**config.mk**
```make
export PLATFORM = sky130hd
export DESIGN_NAME = jssr_lane
export DESIGN_NICKNAME = d
export VERILOG_FILES = /design/src/hdl/jssr_pkg.sv /design/src/hdl/jssr_lane.sv
export SDC_FILE = /design/constraint.sdc
export NUM_CORES = 1
export LEC_CHECK = 0
export BUFFER_PORTS_ARGS = -buffer_cell sky130_fd_sc_hd__buf_2
export CORE_UTILIZATION = 40
export DETAILED_ROUTE_END_ITERATION = 10
export GPL_ROUTABILITY_DRIVEN = 0
export PLACE_DENSITY_LB_ADDON = 0.2
export SLEW_MARGIN = 40
export SYNTH_ARGS = -nofsm -noshare
export SYNTH_HDL_FRONTEND = slang
export SYNTH_SLANG_ARGS = --single-unit
```
**constraint.sdc**
```tcl
create_clock -name vclk -period 21.8
set_clock_uncertainty 0.15 [all_clocks]
set_input_delay 4.36 -clock vclk [all_inputs]
set_output_delay 4.36 -clock vclk [all_outputs]
set_load 0.02 [all_outputs]
```
**src/hdl/jssr_pkg.sv**
```systemverilog
// jssr_pkg: shared types and constants for the joint setpoint slew ramp
// holds field widths, register indexes, item kinds and the lane result struct
// no dependencies
package jssr_pkg;

    // fixed field widths
    localparam int LANES      = 6;
    localparam int POS_W      = 20;
    localparam int BASE_W     = 16;
    localparam int TOL_W      = 16;
    localparam int JOINT_W    = 3;
    localparam int CFG_ADDR_W = 2;
    localparam int CFG_DATA_W = 16;

    // configuration register indexes
    localparam logic [CFG_ADDR_W-1:0] CFG_BASE_STEP      = 2'd0;
    localparam logic [CFG_ADDR_W-1:0] CFG_TOLERANCE      = 2'd1;
    localparam logic [CFG_ADDR_W-1:0] CFG_INIT_FROM_MEAS = 2'd2;

    // configuration reset values
    localparam logic [BASE_W-1:0] BASE_STEP_RST = 16'd262;
    localparam logic [TOL_W-1:0]  TOLERANCE_RST = 16'd66;

    // input item kinds
    localparam logic KIND_GOAL = 1'b0;
    localparam logic KIND_TICK = 1'b1;

    typedef logic signed [POS_W-1:0] t_pos;

    // per-joint update status handed from a lane to the top level
    typedef struct packed {
        t_pos next_cmd;
        logic moved;
    } t_lane_res;

endpackage

```
**src/hdl/jssr_lane.sv**
```systemverilog
// jssr_lane: one joint's slew update, purely combinational
// computes the rate-scaled step, clamps it to the goal and flags movement
// depends on jssr_pkg
module jssr_lane #(
    parameter int POS_FRAC_BITS = 16
) (
    input  jssr_pkg::t_pos                    i_cmd,
    input  jssr_pkg::t_pos                    i_goal,
    input  jssr_pkg::t_pos                    i_measured,
    input  logic [jssr_pkg::BASE_W-1:0]       i_base_step,
    input  logic [jssr_pkg::TOL_W-1:0]        i_tolerance,
    output jssr_pkg::t_lane_res               o_res
);

    localparam int DW = jssr_pkg::POS_W + 1;
    localparam int FW = ((POS_FRAC_BITS + 2 > DW) ? POS_FRAC_BITS + 2 : DW) + 1;
    localparam int PW = jssr_pkg::BASE_W + FW - 1;
    localparam int SW = PW - POS_FRAC_BITS - 1;
    localparam int CW = (SW > DW) ? SW : DW;
    localparam logic signed [FW-1:0] FACT_ONE = FW'(1) << (POS_FRAC_BITS + 1);

    logic signed [DW-1:0] w_dist;
    logic signed [DW-1:0] w_err;
    logic        [DW-1:0] w_adist;
    logic                 w_moved;
    logic signed [FW-1:0] w_factor;
    logic                 w_fact_pos;
    logic        [PW-1:0] w_prod;
    logic        [SW-1:0] w_step;
    logic        [CW-1:0] w_step_ext;
    logic        [CW-1:0] w_adist_ext;
    logic        [CW-1:0] w_clamp;
    logic        [DW-1:0] w_clamp_n;
    logic        [DW-1:0] w_next;

    // distance to goal and reach test
    assign w_dist  = DW'(i_goal) - DW'(i_cmd);
    assign w_adist = w_dist[DW-1] ? DW'(-w_dist) : DW'(w_dist);
    assign w_moved = w_adist > DW'(i_tolerance);

    // step = base * (1 + err/2), with one at 2^(frac+1)
    assign w_err      = DW'(i_measured) - DW'(i_cmd);
    assign w_factor   = FACT_ONE + FW'(w_err);
    assign w_fact_pos = !w_factor[FW-1] && (w_factor != '0);
    assign w_prod     = PW'(i_base_step) * PW'(w_factor[FW-2:0]);
    assign w_step     = w_fact_pos ? w_prod[PW-1:POS_FRAC_BITS+1] : '0;

    // never overshoot the goal
    assign w_step_ext  = CW'(w_step);
    assign w_adist_ext = CW'(w_adist);
    assign w_clamp     = (w_step_ext > w_adist_ext) ? w_adist_ext : w_step_ext;
    assign w_clamp_n   = w_clamp[DW-1:0];

    // move toward the goal
    assign w_next = w_dist[DW-1] ? (DW'(i_cmd) - w_clamp_n) : (DW'(i_cmd) + w_clamp_n);

    assign o_res.moved    = w_moved;
    assign o_res.next_cmd = w_moved ? w_next[jssr_pkg::POS_W-1:0] : i_cmd;

endmodule
```
Word level (Yosys, flattened, before mapping):

Index checks and enable logic that the tools add are counted.

* flip-flop bits (word level): 0
* RAM bits: 0
* latch bits: 0
* bits in read-only memories: 0
* memories kept: 0
* bits of input ports: 92
* output and inout port bits: 21

* shifts and indexed selects: 0
* multipliers: 1
* div/mod/pow operators: 0
* bitwise operators: 0
* $lt $le $gt $ge: 2
* muxes and demuxes: 5
* add/sub/neg operators: 6
* equal/unequal tests: 0
* reduce and logical (&&, ||, !) cells: 3

Operator list (count)
* $mux 20: 4
* $sub 20x20->21: 2
* $mul 16x21->37: 1
* $add 19x21->22 const A: 1
* $reduce_bool 22->1: 1
* $gt 20x21->1: 1
* $gt 21x16->1: 1
* $mux 21: 1
* $neg 21->21: 1
* $add 20x20->20: 1
* $sub 20x20->20: 1
* $logic_and 1x1->1: 1
* $logic_not 1->1: 1

Logic depth before layout (Yosys ltp):

Gate-level depths: netlist (run 1).

* depth after elaboration: 10
* mapped depth: 67
* mapped depth without buffers: 62

Worst setup path before layout (run 1):

No wires, ideal clock.

* path kind: input to output
* start point: input i_cmd[3]
* end point: output o_res[20] in the netlist's numbering
* path slack: -0.780 ns
* buffers on the path: 6
* cell stages on the path: 61
* required time: 17.290 ns
* arrival: 18.070 ns
* cells stage by stage: inv_1 -> ha_1 -> ha_1 -> and3_1 -> a22oi_1 -> a21oi_1 -> or3_1 -> clkbuf_1 -> nand3_1 -> a311oi_1 -> xor2_1 -> clkbuf_1 -> nand2_1 -> fa_1 -> fa_1 -> fa_1 -> inv_1 -> fa_1 -> (+25 left out) -> nor2_1 -> a21o_1 -> inv_1 -> ha_1 -> a21oi_1 -> ha_1 -> a21o_1 -> a21oi_1 -> o21ai_0 -> o41ai_1 -> o21ai_0 -> o41ai_1 -> o21ai_0 -> o41ai_1 -> o21ai_0 -> xor2_1 -> mux4_1 -> o2111ai_1

RTL lines
* start, declared: RTL line jssr_lane.sv:7 `input jssr_pkg::t_pos i_cmd,`
* end, declared: RTL line jssr_lane.sv:12 `output jssr_pkg::t_lane_res o_res`

==> results of run 1 <==
## cell usage after synthesis, drive strengths merged, types with 15 or more instances
master  count  area [sq um]
clkbuf     65           244
nand2b     22           138
and2      140           876
fa        266          5330
and3       15          93.8
ha        223          2790
nor2      100           378
a31oi      18           113
nand2     236           886
nand3      25           125
a21oi      89           449
nor2b      31           201
xnor2      64           568
nor3       37           185
o21ai      65           325
o21a       22           165
xor2       38           333
inv       379          1420
a21o       35           263
buf        22           129
## cell families (layout without fill, tap and decap cells)
kind of cell	Yosys count	after routing	share of synthesized area, %
fa+ha+maj	489	489	48.8
xor+xnor	102	102	5.42
simple gates	669	669	20.2
buf+inv	466	834	10.8
compound gates	344	344	14.1
mux	9	9	0.655
## path summary, 6_finish.rpt
check,end,slack [ps],depth (start not counted)
hold / removal,o_res[19],8940,4
setup / recovery,o_res[20],310,65
## worst max-delay path, delay by kind of cell
family / cells / cell delay, ps
adders and majority gates: 12 / 4520
AOI/OAI and AO/OA: 26 / 4380
buffers and inverters: 17 / 2060
and+or+nand+nor: 6 / 600
muxes: 1 / 540
xor gates and xnor gates: 3 / 490
## through the flow
step           util (%)  area [sq um]
2_1_floorplan         -         16700
3_3_place_gp       48.3         19800
3_5_place_dp       48.3         19800
4_1_cts            49.1         20100
5_1_grt            52.4         21500
6_report           52.4         21500
## area by class of cell
type	count	area [sq um]	area share, %
timing repair buffer	455	3350	15.6
inverter	379	1450	6.74
tap	532	666	3.10
multi-input combinational	1613	16000	74.6
## per-layer routing
layer | wire length, um | up-vias
met2 | 25800 | 407
met5 | 0 | -
met4 | 1110 | 0
met3 | 2190 | 67
met1 | 23600 | 7610
li1 | - | 7472
## repair_timing
item	CTS	global route
pin swaps	29	187
hold endpoints to repair	0	0
gates cloned	1	0
resized for setup	40	237
setup endpoints to repair	6	9
buffers inserted	20	36
==> flow_summary.ini, run 1 <==
[layout]
layout_common_cells = inv_1 (351), buf_4 (324), fa_1 (249)
syn2layout_area_growth_pct = 29.1
layout-drive-gt1-share_pct = 27.8
fin_nets = 3030
antennaDiodeCount = 0
fin_cells = 2979
nClkBuffers = 0
regArea_sq_um = 0
fill_cells = 3899
seq_cells = 0
final_common_cell = inv_1

[sta]
fin_ws_ps = 309
max_slew_margin_pct = 45.4
final.setup.tns_ps = 0
fin_crit_ps = 21490
setup_violations = 0
hold_slack_ps = 8940
tightest_slew_ps = 814
finalCritPeriodShare_pct = 98.6
drv_slew = 0
rsz0062_at_grt = true
hold_viol = 0
timing.fmax_mhz = 46.5

[floorplan]
initial_core_util_pct = 40.6
die_x_um = 206
die-area_sq_um = 42400
dieHeight_um = 206
rows = 74
boundaryPins = 113
coreArea_sq_um = 40900

[run]
drv_cap = 0

[setup_path]
cp.required_ps = 17290
cp_max_fo = 6
crit_path_start = i_measured[3]
critPathKind = primary input to output pin
crit_arrival_ps = 16980
crit_slowest_cell = fa_1
cp-start-kind = primary input
max_stage_delay_ps = 590
critPathCaptureType = output pin

[routing]
vias = 15600
ant_nets = 0
drt_iter0_markers = 740
wl_per_cell_um = 17.7
drc = 0
routed_wl_um = 52800
firstDrtPassIters = 5
via_per_inst = 5.22

[synth]
yosysUniqueCellTypes = 81
synthCells = 2079
syn-num-nets = 2660
synth_area_sq_um = 16600
ys_warn_count = 0
ys_seq_area_share_pct = 0
avgSynthCellArea_sq_um = 7.99

[placed_design]
dp_slack_ps = -591
dp_hpwl_um = 44200
dp.cells = 2923
io_buffer_count = 113

[global_route]
grt_max_degree = 39
grt_pass1_wl_um = 84500
grt.busiest_layer = met2
groute.layer.met1.usage_pct = 34.8
met2_usage_pct = 43.8
first_global_vias = 16200
grt_overflow = 0
grtUsageMet3_pct = 1.05
antenna_found_initial = 0
gr-usage-all-layers_pct = 25.1

[hold_path]
hp-start = i_cmd[18]
hp-class = primary input to output pin

[run_status]
status = complete, no violations

[clock_tree]
cts_hold_buf = 0
Power of run 1 is not shown: default switching activity piles up to over one toggle a cycle in this logic, so the estimate is an artifact.
==> run 2: changes to the inputs <==
- CELL_PAD_IN_SITES_DETAIL_PLACEMENT: unset -> 2
- CELL_PAD_IN_SITES_GLOBAL_PLACEMENT: unset -> 2
- CORE_UTILIZATION: 40 -> 35
==> flow_summary.ini, run 2 (synthesis results as in run 1) <==
[floorplan]
coreArea_sq_um = 46700
initial_core_util_pct = 35.6
die-area_sq_um = 48300
dieHeight_um = 220
die_x_um = 220
rows = 79
boundaryPins = 113

[layout]
post-route-cell-area_sq_um = 22000
antennaDiodeCount = 0
regArea_sq_um = 0
fin_nets = 3060
fill_cells = 5214
nClkBuffers = 0
layout-drive-gt1-share_pct = 29.4
syn2layout_area_growth_pct = 32.1
seq_cells = 0
layout_common_cells = inv_1 (349), buf_4 (346), fa_1 (245)
multi_input_area_sq_um = 16100
final_common_cell = inv_1

[routing]
vias = 18300
routed_wl_um = 96100
firstDrtPassIters = 8
drt_iter0_markers = 1025
wl_per_cell_um = 31.2
via_per_inst = 5.94
drc = 2
ant_nets = 0

[global_route]
first_global_vias = 20400
grt_max_degree = 41
gr-usage-all-layers_pct = 33.0
antenna_found_initial = 1
grt_overflow = 0
grt_pass1_wl_um = 122000

[setup_path]
crit_arrival_ps = 18450
path_delay_family = compound AO/OA/AOI/OAI gates
crit_slowest_cell = fa_1
cp-start-kind = primary input
cp_max_fo = 12
critPathKind = primary input to output pin
critPathCaptureType = output pin
max_stage_delay_ps = 680
critical_path_buf_inv_count = 10
cp.required_ps = 17290

[sta]
hold_viol = 0
rsz0062_at_grt = true
max_slew_margin_pct = 43.7
fin_ws_ps = -1160
fin_crit_ps = 22960
drv_slew = 0
hold_slack_ps = 8990
tightest_slew_ps = 841
final.setup.tns_ps = -5440
setup_violations = 10
finalCritPeriodShare_pct = 105
timing.fmax_mhz = 43.5

[placed_design]
dp_hpwl_um = 60000
placed_area_sq_um = 20000
io_buffer_count = 113
dp_slack_ps = -1800

[run_status]
status = finished, violations left
violations = DRC, setup timing

[hold_path]
hp-class = primary input to output pin

[run]
drv_cap = 0

[clock_tree]
cts_hold_buf = 0
-- run 2: changes by cell type in the layout (fill, tap and decap cells not counted), moves of 6 or more --
| cell | previous run | this run |
|---|---|---|
| buf_4 | 324 | 346 |
| ha_1 | 182 | 189 |
| o21ai_2 | 8 | 15 |
| inv_2 | 21 | 27 |
| nor2_1 | 91 | 85 |
-- run 2: cell type report --
cell class	instances	area share, %
Multi-Input combinational cell	1613	73.4
Timing Repair Buffer	485	16.6
Inverter	379	6.53
Tap cell	607	3.46
-- run 2: path summary, 6_finish.rpt --
| path | slack (ps) | endpoint | startpoint | cells after the start |
|---|---|---|---|---|
| max | -1160 | o_res[20] | i_cmd[11] | 58 |
| min | 8990 | o_res[19] | i_cmd[18] | 4 |
-- run 2: timing repair --
item                                    4_1_cts  5_1_grt
cloned                                        3        1
gates resized for setup                     101      205
endpoints found under the setup margin       14       13
pin swaps                                    56      173
buffers inserted                             49       35
-- run 2: routing by layer --
layer | global-route usage, % | up-vias | part of all wire (%)
met5 | 0 | - | 0.0083
met4 | 11.3 | 2 | 7.6
met3 | 1.97 | 436 | 5.0
met2 | 62.7 | 847 | 50
met1 | 38.9 | 9505 | 37
li1 | - | 7515 | -
-- run 2: stage by stage --
stage                     util (%)  std cells
after floorplan                  -       2079
after global placement        42.8       3005
after detailed placement      42.9       3005
after CTS                     44.7       3057
after global routing          47.1       3084
final                         47.1       3084
Power of run 2 is left out for the same reason.
==> run 3: changes to the inputs <==
- CORE_UTILIZATION: 35 -> 40
- clock period: 21.8 -> 27.3 ns (I/O delays scaled with it)
==> flow_summary.ini, run 3 (synthesis results as in run 1) <==
[run_status]
status = complete, no violations

[global_route]
met2_usage_pct = 56.0
gr-usage-all-layers_pct = 29.6
first_global_vias = 17200
grtUsageMet3_pct = 1.47
grt.busiest_layer = met2
grt_pass1_wl_um = 96100
groute.layer.met1.usage_pct = 36.2
grt_max_degree = 48
antenna_found_initial = 1
grt_overflow = 0

[setup_path]
max_stage_delay_ps = 610
cp_max_fo = 7
critPathCaptureType = output pin
crit_arrival_ps = 20780
crit_path_start = i_cmd[3]
cp-start-kind = primary input
crit_slowest_cell = fa_1
critPathKind = primary input to output pin
cp.required_ps = 21690

[sta]
timing.fmax_mhz = 37.9
rsz0062_at_grt = false
max_slew_margin_pct = 45.1
fin_crit_ps = 26390
setup_violations = 0
tightest_slew_ps = 817
drv_slew = 0
finalCritPeriodShare_pct = 96.7
hold_viol = 0

[floorplan]
die_x_um = 206
coreArea_sq_um = 40900
die-area_sq_um = 42400
boundaryPins = 113
dieHeight_um = 206
rows = 74
initial_core_util_pct = 40.6

[layout]
regArea_sq_um = 0
layout-drive-gt1-share_pct = 8.25
fin_nets = 2717
syn2layout_area_growth_pct = 7.03
layout_common_cells = inv_1 (379), fa_1 (265), nand2_1 (236)
fin_cells = 2667
seq_cells = 0
nClkBuffers = 0
post-route-cell-area_sq_um = 17800
final_common_cell = inv_1

[placed_design]
io_buffer_count = 113
dp.cells = 2666
placed_area_sq_um = 17800
dp_hpwl_um = 53800

[routing]
drc = 0
via_per_inst = 5.63
vias = 15000
drt_iter0_markers = 718
wl_per_cell_um = 23.1
ant_nets = 0
firstDrtPassIters = 6
routed_wl_um = 61500

[hold_path]
hp-class = primary input to output pin
hp-start = i_cmd[10]
whs_path_depth = 4

[run]
drv_cap = 0
## run 3: changes by cell type in the layout (fill, tap and decap cells not counted), moves of 16 or more
cell and change:
a21oi_1 +20, inv_2 -27, fa_2 -20, fa_1 +20, a21oi_2 -16, inv_1 +30
buf_6 -18, ha_1 +34, ha_4 -31, o21ai_0 +21, buf_4 -317
## run 3: worst paths after layout
kind | slack, ps | end
setup / recovery | 910 | o_res[20]
hold / removal | 11140 | o_res[11]
## run 3: final cells by class
class	count	area, sq um
inverters	379	1420
diodes	1	2.50
fillers	4771	23100
multi-input cells	1613	14900
well taps	532	666
repair buffers	142	783
## run 3: per-layer routing
layer | wire (um) | up-vias
li1 | - | 6813
met1 | 26100 | 7838
met2 | 32200 | 273
met3 | 1550 | 87
met4 | 1660 | 0
met5 | 0 | -
## run 3: through the flow
step	setup TNS, ps	util (%)	hold slack (ps)	setup WS, ps
4_1_cts	0	43.4	11130	219
3_3_place_gp	0	43.3	11130	607
3_5_place_dp	-45.0	43.4	11130	-45.0
6_report	0	43.5	11140	907
5_1_grt	0	43.5	11170	124
2_1_floorplan	0	-	10950	2520
## run 3: critical path, delay by kind of cell
family | cells | cell delay [ps]
compound gates | 23 | 6210
fa+ha+maj | 12 | 5100
simple gates | 9 | 1660
xor+xnor | 3 | 1070
buf+inv | 7 | 660
mux | 1 | 600
## run 3: repair_timing
item,CTS,global route
resized for setup,1,5
setup endpoints to repair,1,1
buffers inserted,0,0
hold buffers,0,0
